$ cat config.mk
export PLATFORM = sky130hd
export DESIGN_NAME = small_matrix_alu_top
export DESIGN_NICKNAME = d
export VERILOG_FILES = /design/src/design/smalu_pkg.sv /design/src/design/smalu_ram.sv /design/src/design/smalu_mac.sv /design/src/design/small_matrix_alu_top.sv
export SDC_FILE = /design/constraint.sdc
export NUM_CORES = 2
export LEC_CHECK = 0
export ABC_AREA = 1
export BUFFER_PORTS_ARGS = -buffer_cell sky130_fd_sc_hd__clkbuf_2
export CORE_ASPECT_RATIO = 1.75
export CORE_MARGIN = 4
export CORE_UTILIZATION = 40
export DETAILED_ROUTE_END_ITERATION = 16
export PLACE_DENSITY = 0.56
export SYNTH_ARGS = -nofsm -noshare
export SYNTH_HDL_FRONTEND = slang
export SYNTH_SLANG_ARGS = --single-unit
$ cat constraint.sdc
create_clock -name aclk -period 9.7 [get_ports aclk]
set_input_delay 1.94 -clock aclk [delete_from_list [all_inputs] [get_ports aclk]]
set_output_delay 1.94 -clock aclk [all_outputs]
set_load 0.01 [all_outputs]
$ cat src/design/smalu_pkg.sv
package smalu_pkg;

    localparam int ELEM_W = 16;
    localparam int PROD_W = 32;
    localparam int RES_W  = 35;
    localparam int POS_W  = 3;

    typedef enum logic [1:0] {
        OP_ADD = 2'd0,
        OP_SUB = 2'd1,
        OP_MUL = 2'd2
    } op_t;

    typedef enum logic [1:0] {
        ST_IDLE,
        ST_ISSUE,
        ST_WAIT,
        ST_PUSH
    } seq_state_t;

    // One step handed to the shared unit, tagged at read-issue time
    typedef struct packed {
        logic       valid;
        logic       first;
        logic       last;
        logic [1:0] op;
    } mac_ctrl_t;

endpackage

$ cat src/design/smalu_ram.sv
module smalu_ram #(
    parameter int DEPTH  = 64,
    parameter int ADDR_W = 6
) (
    input  logic                             aclk,
    input  logic                             wr_en,
    input  logic [ADDR_W-1:0]                wr_addr,
    input  logic [smalu_pkg::ELEM_W-1:0]     wr_data,
    input  logic [ADDR_W-1:0]                rd_addr,
    output logic [smalu_pkg::ELEM_W-1:0]     rd_data
);

    logic [smalu_pkg::ELEM_W-1:0] mem [DEPTH];

    always_ff @(posedge aclk) begin
        if (wr_en) begin
            mem[wr_addr] <= wr_data;
        end
    end

    always_ff @(posedge aclk) begin
        rd_data <= mem[rd_addr];
    end

endmodule

$ cat src/design/smalu_mac.sv
module smalu_mac (
    input  logic                              aclk,
    input  logic                              aresetn,
    input  smalu_pkg::mac_ctrl_t              ctrl,
    input  logic [smalu_pkg::ELEM_W-1:0]      a_data,
    input  logic [smalu_pkg::ELEM_W-1:0]      b_data,
    output logic [smalu_pkg::RES_W-1:0]       acc,
    output logic                              done
);

    smalu_pkg::mac_ctrl_t c1_reg, c2_reg;
    logic signed [smalu_pkg::RES_W-1:0] prod_reg, prod_next;
    logic        [smalu_pkg::RES_W-1:0] acc_reg, acc_next;
    logic done_reg;

    logic signed [smalu_pkg::ELEM_W-1:0] a_s, b_s;
    logic signed [smalu_pkg::PROD_W-1:0] mul_w;
    logic signed [smalu_pkg::ELEM_W:0]   sum_w, dif_w;

    assign a_s   = a_data;
    assign b_s   = b_data;
    assign mul_w = a_s * b_s;
    assign sum_w = {a_s[smalu_pkg::ELEM_W-1], a_s} + {b_s[smalu_pkg::ELEM_W-1], b_s};
    assign dif_w = {a_s[smalu_pkg::ELEM_W-1], a_s} - {b_s[smalu_pkg::ELEM_W-1], b_s};

    // Shared unit: sums and differences come out scaled by 256
    always_comb begin
        case (c1_reg.op)
            smalu_pkg::OP_ADD:
                prod_next = {{(smalu_pkg::RES_W - smalu_pkg::ELEM_W - 9){sum_w[smalu_pkg::ELEM_W]}},
                             sum_w, 8'd0};
            smalu_pkg::OP_SUB:
                prod_next = {{(smalu_pkg::RES_W - smalu_pkg::ELEM_W - 9){dif_w[smalu_pkg::ELEM_W]}},
                             dif_w, 8'd0};
            default:
                prod_next = {{(smalu_pkg::RES_W - smalu_pkg::PROD_W){mul_w[smalu_pkg::PROD_W-1]}},
                             mul_w};
        endcase
    end

    always_comb begin
        acc_next = acc_reg;
        if (c2_reg.valid) begin
            acc_next = c2_reg.first ? prod_reg : acc_reg + prod_reg;
        end
    end

    always_ff @(posedge aclk) begin
        if (!aresetn) begin
            c1_reg   <= '0;
            c2_reg   <= '0;
            done_reg <= 1'b0;
        end else begin
            c1_reg   <= ctrl;
            c2_reg   <= c1_reg;
            done_reg <= c2_reg.valid & c2_reg.last;
        end
    end

    always_ff @(posedge aclk) begin
        if (c1_reg.valid) begin
            prod_reg <= prod_next;
        end
        acc_reg <= acc_next;
    end

    assign acc  = acc_reg;
    assign done = done_reg;

endmodule

$ cat src/design/small_matrix_alu_top.sv
// Channel   Dir  Handshake            Payload
// s_ (load) in   s_tvalid/s_tready    tdata: element_value; tuser: target_matrix
// m_ (res)  out  m_tvalid/m_tready    tdata: result_value,row,col; tlast: last_result
// APB cfg   in   psel/penable/pready  0x0 operation, 0x4 active_size
//
// Cycles: one per A beat or non-final B beat. The final B beat starts the result pass:
// each element is issued to the one shared unit (n steps for a product), then read,
// multiplied, added or subtracted, accumulated and pushed; s_tready stays low
// for the whole pass.
// Reset: aresetn is synchronous, active low; the element stores are not cleared.
// Stalls: a held result waits in the output register; the sequencer holds in push.
module small_matrix_alu_top #(
    parameter int MAX_DIM = 8
) (
    input  logic        aclk,
    input  logic        aresetn,
    // load channel
    input  logic        s_tvalid,
    output logic        s_tready,
    input  logic [15:0] s_tdata,   // [15:0] element_value
    input  logic [0:0]  s_tuser,   // [0] target_matrix
    // result channel
    output logic        m_tvalid,
    input  logic        m_tready,
    output logic [47:0] m_tdata,   // [34:0] result_value, [37:35] row, [40:38] col
    output logic        m_tlast,   // last_result
    // configuration
    input  logic        psel,
    input  logic        penable,
    input  logic        pwrite,
    input  logic [2:0]  paddr,
    input  logic [31:0] pwdata,
    output logic [31:0] prdata,
    output logic        pready
);

    localparam int CELLS  = MAX_DIM * MAX_DIM;
    localparam int IDX_W  = (CELLS > 1) ? $clog2(CELLS) : 1;
    localparam int CNT_W  = $clog2(CELLS + 1);
    localparam int DIM_W  = (MAX_DIM > 1) ? $clog2(MAX_DIM) : 1;
    localparam int N_W    = $clog2(MAX_DIM + 1);
    localparam int CMP_W  = N_W + 1;
    localparam logic REG_OPERATION = 1'b0;
    localparam logic REG_SIZE      = 1'b1;

    // ------------------------------------------------------------------
    // Configuration registers
    // ------------------------------------------------------------------
    logic [1:0] operation_reg;
    logic [3:0] size_reg;
    logic       cfg_wr;

    assign pready = 1'b1;
    assign cfg_wr = psel & penable & pwrite & pready;

    always_ff @(posedge aclk) begin
        if (!aresetn) begin
            operation_reg <= smalu_pkg::OP_MUL;
            size_reg      <= 4'd5;
        end else if (cfg_wr) begin
            case (paddr[2])
                REG_OPERATION: operation_reg <= pwdata[1:0];
                REG_SIZE:      size_reg      <= pwdata[3:0];
                default:       ;
            endcase
        end
    end

    always_comb begin
        case (paddr[2])
            REG_OPERATION: prdata = {30'd0, operation_reg};
            REG_SIZE:      prdata = {28'd0, size_reg};
            default:       prdata = '0;
        endcase
    end

    // Clamp the size: zero acts as one, anything past MAX_DIM as MAX_DIM
    logic [N_W-1:0]   n;
    logic [CNT_W-1:0] total;
    logic             is_mul;

    always_comb begin
        if (size_reg == 4'd0) begin
            n = N_W'(1);
        end else if (32'(size_reg) > MAX_DIM) begin
            n = N_W'(MAX_DIM);
        end else begin
            n = N_W'(size_reg);
        end
    end

    assign total  = CNT_W'(n) * CNT_W'(n);
    assign is_mul = (operation_reg != smalu_pkg::OP_ADD) &&
                    (operation_reg != smalu_pkg::OP_SUB);

    // ------------------------------------------------------------------
    // Sequencer registers
    // ------------------------------------------------------------------
    smalu_pkg::seq_state_t state_reg, state_next;
    logic [CNT_W-1:0] loaded_a_reg, loaded_a_next;
    logic [CNT_W-1:0] loaded_b_reg, loaded_b_next;
    logic [DIM_W-1:0] i_reg, i_next, j_reg, j_next, k_reg, k_next;
    logic [IDX_W-1:0] row_base_reg, row_base_next, kn_reg, kn_next;
    logic             m_tvalid_reg, m_tvalid_next;
    logic [smalu_pkg::RES_W-1:0] m_value_reg;
    logic [smalu_pkg::POS_W-1:0] m_row_reg, m_col_reg;
    logic             m_last_reg;

    logic             load_fire, load_a, load_b;
    logic [CNT_W-1:0] a_wr_cnt, b_wr_cnt, b_cnt_inc;
    logic             b_complete;
    logic             last_k, last_j, last_i, out_free, push;
    logic [IDX_W-1:0] a_rd_addr, b_rd_addr, elem_idx;
    logic [smalu_pkg::ELEM_W-1:0] a_rd_data, b_rd_data;
    logic [smalu_pkg::RES_W-1:0]  mac_acc;
    logic             mac_done;
    smalu_pkg::mac_ctrl_t mac_ctrl;

    assign s_tready  = (state_reg == smalu_pkg::ST_IDLE);
    assign load_fire = s_tvalid & s_tready;
    assign load_a    = load_fire & ~s_tuser[0];
    assign load_b    = load_fire &  s_tuser[0];

    // A full matrix restarts at element 0
    assign a_wr_cnt   = (loaded_a_reg >= total) ? '0 : loaded_a_reg;
    assign b_wr_cnt   = (loaded_b_reg >= total) ? '0 : loaded_b_reg;
    assign b_cnt_inc  = b_wr_cnt + CNT_W'(1);
    assign b_complete = load_b && (b_cnt_inc == total);

    assign last_k   = !is_mul || ((CMP_W'(k_reg) + CMP_W'(1)) == CMP_W'(n));
    assign last_j   = (CMP_W'(j_reg) + CMP_W'(1)) == CMP_W'(n);
    assign last_i   = (CMP_W'(i_reg) + CMP_W'(1)) == CMP_W'(n);
    assign out_free = !m_tvalid_reg || m_tready;
    assign push     = (state_reg == smalu_pkg::ST_PUSH) && out_free;

    assign elem_idx  = row_base_reg + IDX_W'(j_reg);
    assign a_rd_addr = is_mul ? row_base_reg + IDX_W'(k_reg) : elem_idx;
    assign b_rd_addr = is_mul ? kn_reg + IDX_W'(j_reg) : elem_idx;

    // Next state
    always_comb begin
        state_next = state_reg;
        case (state_reg)
            smalu_pkg::ST_IDLE:  if (b_complete) state_next = smalu_pkg::ST_ISSUE;
            smalu_pkg::ST_ISSUE: if (last_k) state_next = smalu_pkg::ST_WAIT;
            smalu_pkg::ST_WAIT:  if (mac_done) state_next = smalu_pkg::ST_PUSH;
            smalu_pkg::ST_PUSH: begin
                if (out_free) begin
                    state_next = (last_i && last_j) ? smalu_pkg::ST_IDLE
                                                    : smalu_pkg::ST_ISSUE;
                end
            end
            default:             state_next = smalu_pkg::ST_IDLE;
        endcase
    end

    // Counters, indices and the step handed to the shared unit
    always_comb begin
        loaded_a_next = loaded_a_reg;
        loaded_b_next = loaded_b_reg;
        i_next        = i_reg;
        j_next        = j_reg;
        k_next        = k_reg;
        row_base_next = row_base_reg;
        kn_next       = kn_reg;
        mac_ctrl      = '0;
        case (state_reg)
            smalu_pkg::ST_IDLE: begin
                if (load_a) begin
                    loaded_a_next = a_wr_cnt + CNT_W'(1);
                end
                if (load_b) begin
                    loaded_b_next = b_cnt_inc;
                end
                if (b_complete) begin
                    // both matrices start over once the results go out
                    loaded_a_next = '0;
                    loaded_b_next = '0;
                    i_next        = '0;
                    j_next        = '0;
                    k_next        = '0;
                    row_base_next = '0;
                    kn_next       = '0;
                end
            end
            smalu_pkg::ST_ISSUE: begin
                mac_ctrl.valid = 1'b1;
                mac_ctrl.first = (k_reg == '0);
                mac_ctrl.last  = last_k;
                mac_ctrl.op    = operation_reg;
                if (last_k) begin
                    k_next  = '0;
                    kn_next = '0;
                end else begin
                    k_next  = k_reg + DIM_W'(1);
                    kn_next = kn_reg + IDX_W'(n);
                end
            end
            smalu_pkg::ST_PUSH: begin
                if (out_free) begin
                    if (last_j) begin
                        j_next        = '0;
                        i_next        = i_reg + DIM_W'(1);
                        row_base_next = row_base_reg + IDX_W'(n);
                    end else begin
                        j_next = j_reg + DIM_W'(1);
                    end
                end
            end
            default: ;
        endcase
    end

    // Output register: load on push, drop on take
    always_comb begin
        m_tvalid_next = m_tvalid_reg;
        if (push) begin
            m_tvalid_next = 1'b1;
        end else if (m_tready) begin
            m_tvalid_next = 1'b0;
        end
    end

    always_ff @(posedge aclk) begin
        if (!aresetn) begin
            state_reg    <= smalu_pkg::ST_IDLE;
            loaded_a_reg <= '0;
            loaded_b_reg <= '0;
            i_reg        <= '0;
            j_reg        <= '0;
            k_reg        <= '0;
            row_base_reg <= '0;
            kn_reg       <= '0;
            m_tvalid_reg <= 1'b0;
        end else begin
            state_reg    <= state_next;
            loaded_a_reg <= loaded_a_next;
            loaded_b_reg <= loaded_b_next;
            i_reg        <= i_next;
            j_reg        <= j_next;
            k_reg        <= k_next;
            row_base_reg <= row_base_next;
            kn_reg       <= kn_next;
            m_tvalid_reg <= m_tvalid_next;
        end
    end

    always_ff @(posedge aclk) begin
        if (push) begin
            m_value_reg <= mac_acc;
            m_row_reg   <= smalu_pkg::POS_W'(i_reg);
            m_col_reg   <= smalu_pkg::POS_W'(j_reg);
            m_last_reg  <= last_i && last_j;
        end
    end

    assign m_tvalid = m_tvalid_reg;
    assign m_tdata  = {7'd0, m_col_reg, m_row_reg, m_value_reg};
    assign m_tlast  = m_last_reg;

    // ------------------------------------------------------------------
    // Element stores and the shared arithmetic unit
    // ------------------------------------------------------------------
    smalu_ram #(.DEPTH(CELLS), .ADDR_W(IDX_W)) u_store_a (
        .aclk    (aclk),
        .wr_en   (load_a),
        .wr_addr (a_wr_cnt[IDX_W-1:0]),
        .wr_data (s_tdata),
        .rd_addr (a_rd_addr),
        .rd_data (a_rd_data)
    );

    smalu_ram #(.DEPTH(CELLS), .ADDR_W(IDX_W)) u_store_b (
        .aclk    (aclk),
        .wr_en   (load_b),
        .wr_addr (b_wr_cnt[IDX_W-1:0]),
        .wr_data (s_tdata),
        .rd_addr (b_rd_addr),
        .rd_data (b_rd_data)
    );

    smalu_mac u_mac (
        .aclk    (aclk),
        .aresetn (aresetn),
        .ctrl    (mac_ctrl),
        .a_data  (a_rd_data),
        .b_data  (b_rd_data),
        .acc     (mac_acc),
        .done    (mac_done)
    );

endmodule
==> results.txt <==
- In this run the worst path has a maximum fanout of 17.
- Number of max-cap violations: 0
- Measured against its own limit, the worst slew margin works out to 0.1836.
- At the pin with the least slew margin, the transition time is 1.213 ns.
- Worst-path cell with the longest stage delay: dfxtp_1
- Number of hold buffers added after CTS: 0
* Worst path max stage delay: 0.96 ns
- Buffer count from post-CTS setup fixing: 0
* Sequential-to-total area share from yosys stat: 0.6452
* Clock Skew: 0.1060 ns
- CP most frequent cell: inv_1
* Kind of capture point of the worst setup path: flop
- Number of remaining DRC errors: 0
- The clock passes through at most 4 buffers.
- Overall overflow remaining after global route: 0
- Top flip-flop cell by instance count after synthesis: edfxtp_1
- Clock tree synthesis inserted a total of 208 buffers.
- PnR worst setup slack: 2.573 ns
- For the worst setup path, the data required time is 10.24 ns.
- Once detail routing completed, the nets flagged for antenna violations numbered 0.
* Type of the most critical hold path: flop to flop
* Mean post-synth cell area: 11.51 um^2
- After technology mapping, the gate count stands at 8,951.
* Crit path max-delay family: adder cells
- Clock transition at the registers of the reported paths: 0.06 ns
* Setup-violating endpoint count in the final report: 0
- The floorplan has 246 rows.
- Startpoint types: flop
- At the placement stage, the worst setup path has a slack of 2.595 ns.
- CTS saw 2,242 sinks.
- For this run, the number of Yosys warnings is 0.
- On the final layout, the worst hold slack is 0.4251 ns.
- Final worst path period need: 7.127 ns
- Average via count per standard cell: 5.512
* HPWL after DPL: 183,700 um
- Total wire length after detailed routing: 299,900 um
- The first TritonRoute pass finished after 5 iterations.
- Clock tree synthesis selected as its root buffer the cell clkbuf_16.
- Yosys mapped the design onto 58 distinct sky130hd cell types.
* Pin count of the biggest net entering global routing: 173
* Die Outline Area: 266,100 um^2
* Number of enable-type register cells in the synthesized netlist: 2,157
- From synthesis to final layout, the design area changed by 10.98%.
- Of the available clock period, the critical path in the final layout requires 0.7348.
* Count of vias placed by the detailed router: 68,660
- The flow ran to the end, and the final reports show no timing, DRC or antenna violations.
- Total routing resource utilization after global routing: 0.2210
* Category of the critical setup timing path: flop to flop
* Post-cts repair resize count: 0
- Initial cell density of the core: 0.4018
- At the end of routability-driven placement, the weighted congestion stood at 0.9096.
* Cell Area, Synth: 103,000 um^2
* Share of flip-flops with an asynchronous set or reset after synthesis: 0
* Count of nets after finishing: 9,448
- Static timing analysis puts the maximum clock frequency at 140.3 MHz.
- Arrival time at the worst endpoint: 7.66 ns
- Via count of the first global-routing pass: 68,970
* Total Negative Setup Slacks: 0 ns
- At the later pin of the worst-skew pair, clock insertion delay measures 0.90 ns.
* Core region area: 256,400 um^2
- Leading registers by flop count: u_store_a.mem: 1024 flops, u_store_b.mem: 1024 flops
- The number of antenna violations at the first check in global routing is 3.
- Wire length of the first global-routing pass: 442,200 um
- TritonCTS built the clock tree.
- Number of port buffers: 76
- Height of the die: 679.4 um
* Critical path buffer and inverter count: 7
- Utilization after layout: 0.4459
- In the final layout, the share of cells above drive strength 1 is 0.07396.
- In the final routed layout, each cell accounts on average for 24.08 um.
- Pins over their slew limit: 0
* Number of storage elements in the synthesis netlist: 2,242
- Setup repair after global routing missed its margin: false
* DRC marker count from the first detailed-route iteration: 6,308
* IO Pins: 143
- Depth of the CTS H-tree: 4
- The floorplan step set the die width to 391.6 um.
- Across all register-to-register paths, the minimum setup slack is 2.57 ns.
- The hold violation total from the final report was 0.
placed cells by master, fill, tap and decap left out, types with 144 or more instances in the layout:
cell type,instances
buf_4,205
inv_1,673
nand3_1,263
a21oi_1,144
ha_1,187
clkbuf_16,215
fa_1,271
o21ai_0,934
edfxtp_1,2157
nand2_1,1157
o22ai_1,214
o32ai_1,256
nor2_1,1622
cells in the mapped netlist, types with 6 or more instances:
cell      number  area, um^2
a32o_1        32       320.3
buf_2         17       85.08
nand2_1     1162        4362
a21oi_1      145       725.7
nand3_1      263        1316
ha_1         187        2340
or2_2         35       219.0
dfxtp_1       85        1702
o211ai_1      17       127.6
a221oi_1       6       52.55
nand4_1       22       137.6
edfxtp_1    2157       64770
xor2_1        26       227.7
o211a_1       17       170.2
a311oi_1      16       140.1
o21ai_0      935        4679
inv_1        676        2537
nor3_1        23       115.1
o221ai_1      39       341.6
nor2_1      1623        6092
nor4_1        11       68.82
buf_4         38       285.3
fa_1         271        5425
o32ai_1      256        2242
o22ai_1      214        1339
buf_1         33       123.9
xnor2_1       21       183.9
nand2_2        6       37.54
clkbuf_1     455        1708
a31oi_1       96       600.6
tightest hold or removal path, stage by stage, from the launching register on:
cell,delay [ns]
dfxtp_1,0.31
nand2_1,0.05
inv_1,0.04
stage by stage:
stage | std cells | cell area, um^2
6_report | 12460 | 114300
3_3_place_gp | 12070 | 107400
5_1_grt | 12450 | 114300
3_5_place_dp | 12070 | 107400
2_1_floorplan | 8987 | 103200
4_1_cts | 12450 | 114300
path summary, 6_finish.rpt:
| check | start | to | cells past startpoint |
|---|---|---|---|
| worst min register to register | u_mac.c1_reg[2] | u_mac.c2_reg[2] | 2 |
| worst max-delay path | u_store_b.rd_data[4] | u_mac.prod_reg[27] | 27 |
| worst max register to register | u_store_b.rd_data[4] | u_mac.prod_reg[27] | 27 |
| worst min-delay path | u_mac.c1_reg[2] | u_mac.c2_reg[2] | 2 |
final cells by class:
class	count	area (um^2)
Timing Repair Buffer	279	2120
Clock buffer	257	5588
Multi-Input combinational cell	5517	32060
Tap cell	3348	4189
Antenna cell	7	17.52
Clock inverter	122	1294
Inverter	683	2590
Sequential cell	2242	66480
Fill cell	23490	142100
kinds of logic after synthesis:
family | count (synthesis) | share of synthesized area
AO/OA/AOI/OAI | 1807 | 0.1068
XOR/XNOR | 47 | 0.003996
adder cells (fa/ha/maj) | 458 | 0.07537
buffers and inverters | 1228 | 0.04648
flip-flops | 2242 | 0.6452
other | 2 | 0.00007289
AND/OR/NAND/NOR | 3167 | 0.1221
per-layer routing:
metal,vias to the layer above,share of wire,wire (um),global-route usage
met5,-,0,0,0
met2,2062,0.51,154000,0.3974
met1,34620,0.38,115000,0.2646
met3,557,0.048,14390,0.02164
met4,0,0.055,16440,0.1072
li1,31420,-,-,-
Power is left out: the tool's default activity adds up to more than one toggle a clock period on the data nets, which glitch-free logic cannot reach.
